[config.mk]
export PLATFORM = sky130hd
export DESIGN_NAME = postfix_stack_evaluator_top
export DESIGN_NICKNAME = d
export VERILOG_FILES = /design/src/hw/rtl/pse_pkg.sv /design/src/hw/rtl/pse_ram.sv /design/src/hw/rtl/pse_alu.sv /design/src/hw/rtl/postfix_stack_evaluator_top.sv
export SDC_FILE = /design/constraint.sdc
export NUM_CORES = 2
export LEC_CHECK = 0
export BUFFER_PORTS_ARGS = -buffer_cell sky130_fd_sc_hd__buf_4
export CORE_ASPECT_RATIO = 1.2
export CORE_MARGIN = 8
export CORE_UTILIZATION = 50
export DETAILED_ROUTE_END_ITERATION = 10
export PLACE_DENSITY = 0.76
export SYNTH_ARGS = -nofsm -noshare
export SYNTH_HDL_FRONTEND = slang
export SYNTH_HIERARCHICAL = 1
export SYNTH_SLANG_ARGS = --single-unit
[constraint.sdc]
create_clock -name i_clk -period 11.15 [get_ports i_clk]
set_input_delay 2.23 -clock i_clk [delete_from_list [all_inputs] [get_ports i_clk]]
set_output_delay 2.23 -clock i_clk [all_outputs]
set_load 0.03 [all_outputs]
[src/hw/rtl/pse_pkg.sv]
// Shared types and constants for the postfix stack evaluator.
`timescale 1ns / 1ps

package pse_pkg;

    localparam int WORD_W          = 32;
    localparam int DEF_STACK_DEPTH = 16;

    // ASCII codes of the accepted characters
    localparam logic [7:0] SYM_PLUS  = 8'h2B;
    localparam logic [7:0] SYM_MINUS = 8'h2D;
    localparam logic [7:0] SYM_MUL   = 8'h2A;
    localparam logic [7:0] SYM_DIV   = 8'h2F;
    localparam logic [7:0] SYM_POW   = 8'h24;
    localparam logic [7:0] SYM_ZERO  = 8'h30;
    localparam logic [7:0] SYM_NINE  = 8'h39;

    // arithmetic unit operations
    localparam logic [2:0] OP_ADD = 3'd0;
    localparam logic [2:0] OP_SUB = 3'd1;
    localparam logic [2:0] OP_MUL = 3'd2;
    localparam logic [2:0] OP_DIV = 3'd3;
    localparam logic [2:0] OP_POW = 3'd4;

    // result status codes
    localparam logic [1:0] ST_OK      = 2'd0;
    localparam logic [1:0] ST_ILLEGAL = 2'd1;
    localparam logic [1:0] ST_DIVZERO = 2'd2;
    localparam logic [1:0] ST_OVERFLOW = 2'd3;

    typedef struct packed {
        logic              start;
        logic [2:0]        op;
        logic [WORD_W-1:0] lhs;
        logic [WORD_W-1:0] rhs;
    } t_alu_req;

    typedef struct packed {
        logic              done;
        logic              dz;
        logic [WORD_W-1:0] value;
    } t_alu_rsp;

endpackage

[src/hw/rtl/pse_ram.sv]
// Generic single-write, single-read RAM with registered read data.
`timescale 1ns / 1ps

module pse_ram #(
    parameter int WIDTH = 32,
    parameter int DEPTH = 16
) (
    input  logic                     i_clk,
    input  logic                     i_we,
    input  logic [$clog2(DEPTH)-1:0] i_waddr,
    input  logic [WIDTH-1:0]         i_wdata,
    input  logic [$clog2(DEPTH)-1:0] i_raddr,
    output logic [WIDTH-1:0]         o_rdata
);

    logic [WIDTH-1:0] r_mem [DEPTH];

    always_ff @(posedge i_clk) begin
        if (i_we) begin
            r_mem[i_waddr] <= i_wdata;
        end
        o_rdata <= r_mem[i_raddr];
    end

endmodule

[src/hw/rtl/pse_alu.sv]
// Iterative arithmetic unit: add, sub, multiply, restoring divide,
// square-and-multiply power on one shared multiplier.
`timescale 1ns / 1ps

module pse_alu (
    input  logic               i_clk,
    input  logic               i_rst_n,
    input  pse_pkg::t_alu_req  i_req,
    output pse_pkg::t_alu_rsp  o_rsp
);

    import pse_pkg::*;

    localparam logic [2:0] A_IDLE = 3'd0;
    localparam logic [2:0] A_MUL  = 3'd1;
    localparam logic [2:0] A_DIV  = 3'd2;
    localparam logic [2:0] A_FIX  = 3'd3;
    localparam logic [2:0] A_POW  = 3'd4;

    localparam logic [4:0] DIV_LAST = 5'd31;
    localparam logic [4:0] POW_LAST = 5'd30;

    logic [2:0]        r_state;
    logic [4:0]        r_cnt;
    logic              r_phase;
    logic [WORD_W-1:0] r_acc;
    logic [WORD_W-1:0] r_sq;
    logic [WORD_W-1:0] r_ex;
    logic [WORD_W-1:0] r_rem;
    logic [WORD_W-1:0] r_quo;
    logic [WORD_W-1:0] r_den;
    logic              r_neg;
    logic              r_done;
    logic              r_dz;
    logic [WORD_W-1:0] r_res;

    logic [WORD_W-1:0] mul_a;
    logic [WORD_W-1:0] prod;
    logic [WORD_W:0]   div_sh;
    logic [WORD_W:0]   div_diff;
    logic              div_ge;
    logic [WORD_W-1:0] mag_l;
    logic [WORD_W-1:0] mag_r;

    // shared multiplier, low word only
    assign mul_a = (r_state == A_POW && r_phase) ? r_sq : r_acc;
    assign prod  = mul_a * r_sq;

    assign div_sh   = {r_rem, r_quo[WORD_W-1]};
    assign div_diff = div_sh - {1'b0, r_den};
    assign div_ge   = div_sh >= {1'b0, r_den};

    assign mag_l = i_req.lhs[WORD_W-1] ? (~i_req.lhs + 1'b1) : i_req.lhs;
    assign mag_r = i_req.rhs[WORD_W-1] ? (~i_req.rhs + 1'b1) : i_req.rhs;

    always_ff @(posedge i_clk) begin
        if (!i_rst_n) begin
            r_state <= A_IDLE;
            r_done  <= 1'b0;
            r_dz    <= 1'b0;
        end else begin
            r_done <= 1'b0;
            r_dz   <= 1'b0;
            case (r_state)
                A_IDLE: begin
                    if (i_req.start) begin
                        case (i_req.op)
                            OP_ADD: begin
                                r_res  <= i_req.lhs + i_req.rhs;
                                r_done <= 1'b1;
                            end
                            OP_SUB: begin
                                r_res  <= i_req.lhs - i_req.rhs;
                                r_done <= 1'b1;
                            end
                            OP_MUL: begin
                                r_acc   <= i_req.lhs;
                                r_sq    <= i_req.rhs;
                                r_state <= A_MUL;
                            end
                            OP_DIV: begin
                                if (i_req.rhs == '0) begin
                                    r_res  <= '0;
                                    r_dz   <= 1'b1;
                                    r_done <= 1'b1;
                                end else begin
                                    r_rem   <= '0;
                                    r_quo   <= mag_l;
                                    r_den   <= mag_r;
                                    r_neg   <= i_req.lhs[WORD_W-1] ^ i_req.rhs[WORD_W-1];
                                    r_cnt   <= '0;
                                    r_state <= A_DIV;
                                end
                            end
                            OP_POW: begin
                                if (i_req.rhs[WORD_W-1]) begin
                                    // negative exponent: reciprocal truncated
                                    r_done <= 1'b1;
                                    if (i_req.lhs == WORD_W'(1)) begin
                                        r_res <= WORD_W'(1);
                                    end else if (i_req.lhs == '1) begin
                                        r_res <= i_req.rhs[0] ? '1 : WORD_W'(1);
                                    end else begin
                                        r_res <= '0;
                                        r_dz  <= (i_req.lhs == '0);
                                    end
                                end else begin
                                    r_acc   <= WORD_W'(1);
                                    r_sq    <= i_req.lhs;
                                    r_ex    <= i_req.rhs;
                                    r_cnt   <= '0;
                                    r_phase <= 1'b0;
                                    r_state <= A_POW;
                                end
                            end
                            default: begin
                                r_res  <= '0;
                                r_done <= 1'b1;
                            end
                        endcase
                    end
                end
                A_MUL: begin
                    r_res   <= prod;
                    r_done  <= 1'b1;
                    r_state <= A_IDLE;
                end
                A_DIV: begin
                    r_rem <= div_ge ? div_diff[WORD_W-1:0] : div_sh[WORD_W-1:0];
                    r_quo <= {r_quo[WORD_W-2:0], div_ge};
                    if (r_cnt == DIV_LAST) begin
                        r_state <= A_FIX;
                    end else begin
                        r_cnt <= r_cnt + 1'b1;
                    end
                end
                A_FIX: begin
                    r_res   <= r_neg ? (~r_quo + 1'b1) : r_quo;
                    r_done  <= 1'b1;
                    r_state <= A_IDLE;
                end
                A_POW: begin
                    if (!r_phase) begin
                        if (r_ex[0]) begin
                            r_acc <= prod;
                        end
                        r_phase <= 1'b1;
                    end else begin
                        r_sq    <= prod;
                        r_ex    <= r_ex >> 1;
                        r_phase <= 1'b0;
                        if (r_cnt == POW_LAST) begin
                            r_res   <= r_acc;
                            r_done  <= 1'b1;
                            r_state <= A_IDLE;
                        end else begin
                            r_cnt <= r_cnt + 1'b1;
                        end
                    end
                end
                default: begin
                    r_state <= A_IDLE;
                end
            endcase
        end
    end

    assign o_rsp.done  = r_done;
    assign o_rsp.dz    = r_dz;
    assign o_rsp.value = r_res;

    assert property (@(posedge i_clk) disable iff (!i_rst_n)
        r_done |-> $past(r_state) != A_IDLE || $past(i_req.start))
        else $error("alu done without a request");

    assert property (@(posedge i_clk) disable iff (!i_rst_n)
        r_dz |-> r_done && r_res == '0)
        else $error("alu zero-divide flag without zero result");

    assert property (@(posedge i_clk) disable iff (!i_rst_n)
        r_state == A_DIV |-> r_den != '0)
        else $error("alu dividing by zero");

endmodule

[src/hw/rtl/postfix_stack_evaluator_top.sv]
// A digit is pushed; an operator pops two operands, runs the unit (power on the
// shared multiplier) and pushes the result; the last word then pops the result.
// Words are taken one at a time; ready only in idle.
// Result is held in an output register until taken; the next result waits for it.
// Reset (synchronous, active low) empties the stack and clears all flags;
// stack RAM contents are not cleared.
`timescale 1ns / 1ps

module postfix_stack_evaluator_top #(
    parameter int STACK_DEPTH = pse_pkg::DEF_STACK_DEPTH
) (
    input  logic                              i_clk,
    input  logic                              i_rst_n,
    input  logic                              i_valid,
    output logic                              o_ready,
    input  logic [7:0]                        i_symbol,
    input  logic                              i_last,
    output logic                              o_valid,
    input  logic                              i_ready,
    output logic signed [pse_pkg::WORD_W-1:0] o_value,
    output logic [1:0]                        o_status
);

    import pse_pkg::*;

    localparam int AW = $clog2(STACK_DEPTH);
    localparam int CW = $clog2(STACK_DEPTH + 1);

    localparam logic [2:0] S_IDLE = 3'd0;
    localparam logic [2:0] S_POP  = 3'd1;
    localparam logic [2:0] S_POPC = 3'd2;
    localparam logic [2:0] S_EXEC = 3'd3;
    localparam logic [2:0] S_WAIT = 3'd4;
    localparam logic [2:0] S_PUSH = 3'd5;
    localparam logic [2:0] S_RES  = 3'd6;

    localparam logic [1:0] POP_R = 2'd0;
    localparam logic [1:0] POP_L = 2'd1;
    localparam logic [1:0] POP_F = 2'd2;

    logic [2:0]        r_state;
    logic [1:0]        r_pop_phase;
    logic              r_pop_empty;
    logic [CW-1:0]     r_count;
    logic              r_ovf;
    logic              r_dz;
    logic              r_abort;
    logic              r_last;
    logic [2:0]        r_op;
    logic [WORD_W-1:0] r_opr;
    logic [WORD_W-1:0] r_opl;
    logic [WORD_W-1:0] r_res;
    logic              r_out_valid;
    logic [WORD_W-1:0] r_out_value;
    logic [1:0]        r_out_status;

    logic              accept;
    logic              full;
    logic              is_digit;
    logic              is_op;
    logic [2:0]        sym_op;
    logic [CW-1:0]     cnt_m1;
    logic              ram_we;
    logic [WORD_W-1:0] ram_rdata;
    logic [WORD_W-1:0] pop_val;
    logic [7:0]        digit;
    t_alu_req          alu_req;
    t_alu_rsp          alu_rsp;

    assign o_ready  = (r_state == S_IDLE);
    assign accept   = i_valid && o_ready;
    assign full     = (r_count == CW'(STACK_DEPTH));
    assign cnt_m1   = r_count - 1'b1;
    assign ram_we   = (r_state == S_PUSH) && !full;
    assign pop_val  = r_pop_empty ? '1 : ram_rdata;
    assign is_digit = (i_symbol >= SYM_ZERO) && (i_symbol <= SYM_NINE);
    assign digit    = i_symbol - SYM_ZERO;

    always_comb begin
        is_op  = 1'b1;
        sym_op = OP_ADD;
        case (i_symbol)
            SYM_PLUS:  sym_op = OP_ADD;
            SYM_MINUS: sym_op = OP_SUB;
            SYM_MUL:   sym_op = OP_MUL;
            SYM_DIV:   sym_op = OP_DIV;
            SYM_POW:   sym_op = OP_POW;
            default:   is_op  = 1'b0;
        endcase
    end

    pse_ram #(
        .WIDTH(WORD_W),
        .DEPTH(STACK_DEPTH)
    ) u_stack (
        .i_clk  (i_clk),
        .i_we   (ram_we),
        .i_waddr(r_count[AW-1:0]),
        .i_wdata(r_res),
        .i_raddr(cnt_m1[AW-1:0]),
        .o_rdata(ram_rdata)
    );

    assign alu_req.start = (r_state == S_EXEC);
    assign alu_req.op    = r_op;
    assign alu_req.lhs   = r_opl;
    assign alu_req.rhs   = r_opr;

    pse_alu u_alu (
        .i_clk  (i_clk),
        .i_rst_n(i_rst_n),
        .i_req  (alu_req),
        .o_rsp  (alu_rsp)
    );

    always_ff @(posedge i_clk) begin
        if (!i_rst_n) begin
            r_state     <= S_IDLE;
            r_pop_phase <= POP_R;
            r_pop_empty <= 1'b0;
            r_count     <= '0;
            r_ovf       <= 1'b0;
            r_dz        <= 1'b0;
            r_abort     <= 1'b0;
            r_last      <= 1'b0;
            r_out_valid <= 1'b0;
        end else begin
            if (r_out_valid && i_ready) begin
                r_out_valid <= 1'b0;
            end
            case (r_state)
                S_IDLE: begin
                    if (accept) begin
                        r_last <= i_last;
                        if (r_abort) begin
                            // skip words up to the last one
                            if (i_last) begin
                                r_state <= S_RES;
                            end
                        end else if (is_digit) begin
                            r_res   <= {{(WORD_W-8){1'b0}}, digit};
                            r_state <= S_PUSH;
                        end else if (is_op) begin
                            r_op        <= sym_op;
                            r_pop_phase <= POP_R;
                            r_state     <= S_POP;
                        end else begin
                            r_abort <= 1'b1;
                            if (i_last) begin
                                r_state <= S_RES;
                            end
                        end
                    end
                end
                S_POP: begin
                    // RAM read of top entry is issued this cycle
                    if (r_count == '0) begin
                        r_pop_empty <= 1'b1;
                    end else begin
                        r_pop_empty <= 1'b0;
                        r_count     <= cnt_m1;
                    end
                    r_state <= S_POPC;
                end
                S_POPC: begin
                    case (r_pop_phase)
                        POP_R: begin
                            r_opr       <= pop_val;
                            r_pop_phase <= POP_L;
                            r_state     <= S_POP;
                        end
                        POP_L: begin
                            r_opl   <= pop_val;
                            r_state <= S_EXEC;
                        end
                        default: begin
                            r_res   <= pop_val;
                            r_state <= S_RES;
                        end
                    endcase
                end
                S_EXEC: begin
                    r_state <= S_WAIT;
                end
                S_WAIT: begin
                    if (alu_rsp.done) begin
                        r_res <= alu_rsp.value;
                        if (alu_rsp.dz) begin
                            r_dz <= 1'b1;
                        end
                        r_state <= S_PUSH;
                    end
                end
                S_PUSH: begin
                    if (full) begin
                        r_ovf <= 1'b1;
                    end else begin
                        r_count <= r_count + 1'b1;
                    end
                    if (r_last) begin
                        r_pop_phase <= POP_F;
                        r_state     <= S_POP;
                    end else begin
                        r_state <= S_IDLE;
                    end
                end
                S_RES: begin
                    if (!r_out_valid || i_ready) begin
                        r_out_valid <= 1'b1;
                        if (r_abort) begin
                            r_out_value  <= '0;
                            r_out_status <= ST_ILLEGAL;
                        end else begin
                            r_out_value <= r_res;
                            if (r_dz) begin
                                r_out_status <= ST_DIVZERO;
                            end else if (r_ovf) begin
                                r_out_status <= ST_OVERFLOW;
                            end else begin
                                r_out_status <= ST_OK;
                            end
                        end
                        r_count <= '0;
                        r_ovf   <= 1'b0;
                        r_dz    <= 1'b0;
                        r_abort <= 1'b0;
                        r_state <= S_IDLE;
                    end
                end
                default: begin
                    r_state <= S_IDLE;
                end
            endcase
        end
    end

    assign o_valid  = r_out_valid;
    assign o_value  = r_out_value;
    assign o_status = r_out_status;

    assert property (@(posedge i_clk) disable iff (!i_rst_n)
        r_count <= CW'(STACK_DEPTH))
        else $error("stack count above depth");

    assert property (@(posedge i_clk) disable iff (!i_rst_n)
        $rose(r_out_valid) |-> $past(r_state) == S_RES)
        else $error("result word raised outside result state");

    assert property (@(posedge i_clk) disable iff (!i_rst_n)
        alu_rsp.done |-> r_state == S_WAIT)
        else $error("alu done while not waiting");

    assert property (@(posedge i_clk) disable iff (!i_rst_n)
        r_state == S_RES && (!r_out_valid || i_ready) |=> r_count == '0 && !r_abort)
        else $error("state not cleared after result");

endmodule
==> run_results.csv <==
group,metric,value,unit
outcome,status,"finished clean",
cells_and_area,final_cell_mix,"edfxtp_1, nand2_1, inv_1",
cells_and_area,instances_no_fill,6405,
critical_path,critPathLaunchType,"flip-flop",
cells_and_area,final_common_cell,"edfxtp_1",
floorplan,ios,49,
global_routing,grt_pass1_wl,241000,um
cts,hold_buffers,0,
timing,fin_ws,1.46,ns
synthesis,yosysWarnings,6,
floorplan,core,116000,sq um
detailed_routing,first_pass_iters,8,
cts,clock-sinks,928,
critical_path,critPathRequiredTime,11.56,ns
placed_design,place_area,60300,sq um
cts,htree_levels,3,
timing,maxSlewHeadroom,21.0,%
detailed_routing,via_count,38700,
power_and_ir_drop,p_leak,24.5,nW
cts,numCtsBuffers,82,
global_routing,grt_use_met1,29.6,%
synthesis,synth_seq_cells,928,
critical_path,cp_slowest_stage_delay,0.69,ns
timing,maxSlewViolCount,0,
critical_path,critPathMostFrequentCell,"fa_1",
floorplan,die_h,390,um
floorplan,fp.dieW,328,um
cts,ctsResizeCount,0,
timing,fin_crit_sh,86.9,%
cells_and_area,areaGrowthSynthToFinish,8.43,%
timing,finalSetupViolCount,0,
detailed_routing,routed_wl,159000,um
cts,cts_root_buf,"clkbuf_16",
synthesis,seq_area_frac_synth,46.8,%
synthesis,synth_cell_types,89,
cells_and_area,fin_area,63300,sq um
floorplan,initial_core_util,50.3,%
global_routing,grt_max_degree,85,
flow_run,max-cap-violations,0,
global_routing,grt_overflow_total,0,
power_and_ir_drop,power_density,145,nW/um^2
detailed_routing,drc,0,
placed_design,globalplace.congestion,0.962,
cells_and_area,post_route_cells_drive_above_1_share,9.97,%
timing,rsz0062_at_grt,"false",
cts,clkTransAtPathRegs,0.06,ns
placed_design,hpwl,111000,um
cts,cts_setup_buffers,0,
synthesis,syn_area_per_cell,12.0,sq um
placed_design,dp.cells,6253,
timing,fin_skew,0.0315,ns
synthesis,synth_nets,5499,
cts,clock_path_buffers,3,
critical_path,crit_path_top_delay_cell,"dfxtp_1",
detailed_routing,drt_iter0_markers,3924,
hold_path,min_path_type,"reg -> reg",
critical_path,crit_fanout,23,
cts,clk_latency,0.66,ns
critical_path,critPathCaptureType,"flip-flop",
critical_path,critPathArrivalTime,10.09,ns
synthesis,synth_area,58400,sq um
global_routing,busiest_layer,"met2",
global_routing,grt.met3_usage,3.44,%
placed_design,pre_cts_ws,1.61,ns
timing,hold_viol,0,
timing,tightest_slew,1.18,ns
global_routing,grt_util_met2,42.3,%
global_routing,antenna_found_initial,3,
floorplan,die_area,128000,sq um
synthesis,async_reset_ff_share,0,%
timing,period_minus_slack,9.69,ns
timing,fmax,103,MHz
power_and_ir_drop,p_total,0.00917,W
detailed_routing,detail_route.wl_per_cell,24.9,um
placed_design,numPortBuffers,48,
timing,finalSetupTns,0,ns
cells_and_area,nNetsFinal,5430,
detailed_routing,postRouteAntennaNets,0,
detailed_routing,vias_per_cell,6.04,
global_routing,grt_pass1_vias,39600,
global_routing,track_usage,24.5,%
synthesis,synthFlopType,"edfxtp_1",
critical_path,worstSetupPathType,"reg -> reg",
synthesis,synth-edff-count,875,
power_and_ir_drop,ir_drop,192,uV
cts,tritoncts,"built",
floorplan,rows,137,
synthesis,netlist_instances,4877,
[kinds of logic after synthesis]
family | after synthesis | share of synthesized area (%)
compound gates | 713 | 7.81
xor+xnor | 252 | 3.90
fa+ha+maj | 609 | 18.3
buf+inv | 713 | 4.75
flops | 928 | 46.8
mux | 190 | 6.02
simple gates | 1472 | 12.4
[critical path: cells and delay by family, from the launching register on]
kind            cells  cell delay (ns)
buf+inv             6             0.76
compound gates      5             1.15
flops               1             0.69
xor+xnor            1             0.35
simple gates        5             1.62
mux                 1             0.60
fa+ha+maj           9             4.22
[cell usage after synthesis (39+ instances only)]
library cell / count / area (sq um)
edfxtp_1: 875 / 26300
nand2_1: 618 / 2320
inv_1: 445 / 1670
fa_1: 410 / 8210
and2_1: 302 / 1890
clkbuf_1: 221 / 830
ha_1: 199 / 2490
o21ai_0: 188 / 941
nor2_1: 176 / 661
a21oi_1: 162 / 811
xnor2_1: 148 / 1300
mux4_2: 128 / 2880
xor2_1: 99 / 867
nor2b_1: 77 / 482
a22oi_1: 73 / 548
dfxtp_1: 53 / 1060
nor3_1: 52 / 260
mux2i_1: 51 / 510
nand3_1: 43 / 215
nand2b_1: 42 / 263
or2_2: 40 / 250
a21o_1: 39 / 293
[cell type report]
type / count / area (sq um)
flip-flops and latches: 928 / 27300
multi-input cells: 3236 / 28500
inverters: 446 / 1680
fillers: 9427 / 52800
repair buffers: 114 / 868
clock inverters: 54 / 810
diodes: 2 / 5.00
clock buffers: 96 / 2180
well taps: 1529 / 1910
[worst paths after layout]
check                           cells past startpoint  slack, ns                   endpoint                           from
worst max-delay path                               27       1.46  u_alu/r_res[31]$_DFFE_PP_  u_alu/r_state[2]$_SDFFE_PN0P_
worst min-delay path                                2       0.49        r_last$_SDFFE_PN0P_            r_last$_SDFFE_PN0P_
worst max register to register                     27       1.46  u_alu/r_res[31]$_DFFE_PP_  u_alu/r_state[2]$_SDFFE_PN0P_
worst min register to register                      2       0.49        r_last$_SDFFE_PN0P_            r_last$_SDFFE_PN0P_
[routing by layer]
metal  vias to the layer above  routed length (um)
li1                      16800                   -
met1                     19500               58300
met2                      1923               78900
met3                       441               11700
met4                         2               10400
met5                         -                   9
[metrics by stage]
stage / hold slack (ns) / util (%)
global route: 0.529 / 54.5
global placement: 0.484 / 52.0
detailed placement: 0.489 / 52.0
finish: 0.493 / 54.5
floorplan: 0.458 / -
CTS: 0.500 / 54.5
[sequential cells by signal, summed over array words and instances, names as in the netlist, 5 cells and up]
name / flops
r_res: 32
o_value: 32
u_alu/r_rem: 32
u_alu/r_res: 32
r_count: 5
u_stack/o_rdata: 32
r_opl: 32
u_alu/r_quo: 32
u_stack/r_mem: 512
u_alu/r_acc: 32
u_alu/r_ex: 31
u_alu/r_cnt: 5
u_alu/r_sq: 32
r_opr: 32
u_alu/r_den: 32
[power by group]
part	total [W]	switching [W]	internal [W]	leakage [nW]
logic	0.00166	0.00104	0.000622	14.6
registers	0.00437	0.000237	0.00413	8.42
clock network	0.00314	0.00132	0.00181	1.45
No activity file was read; power rests on OpenSTA's default activity.
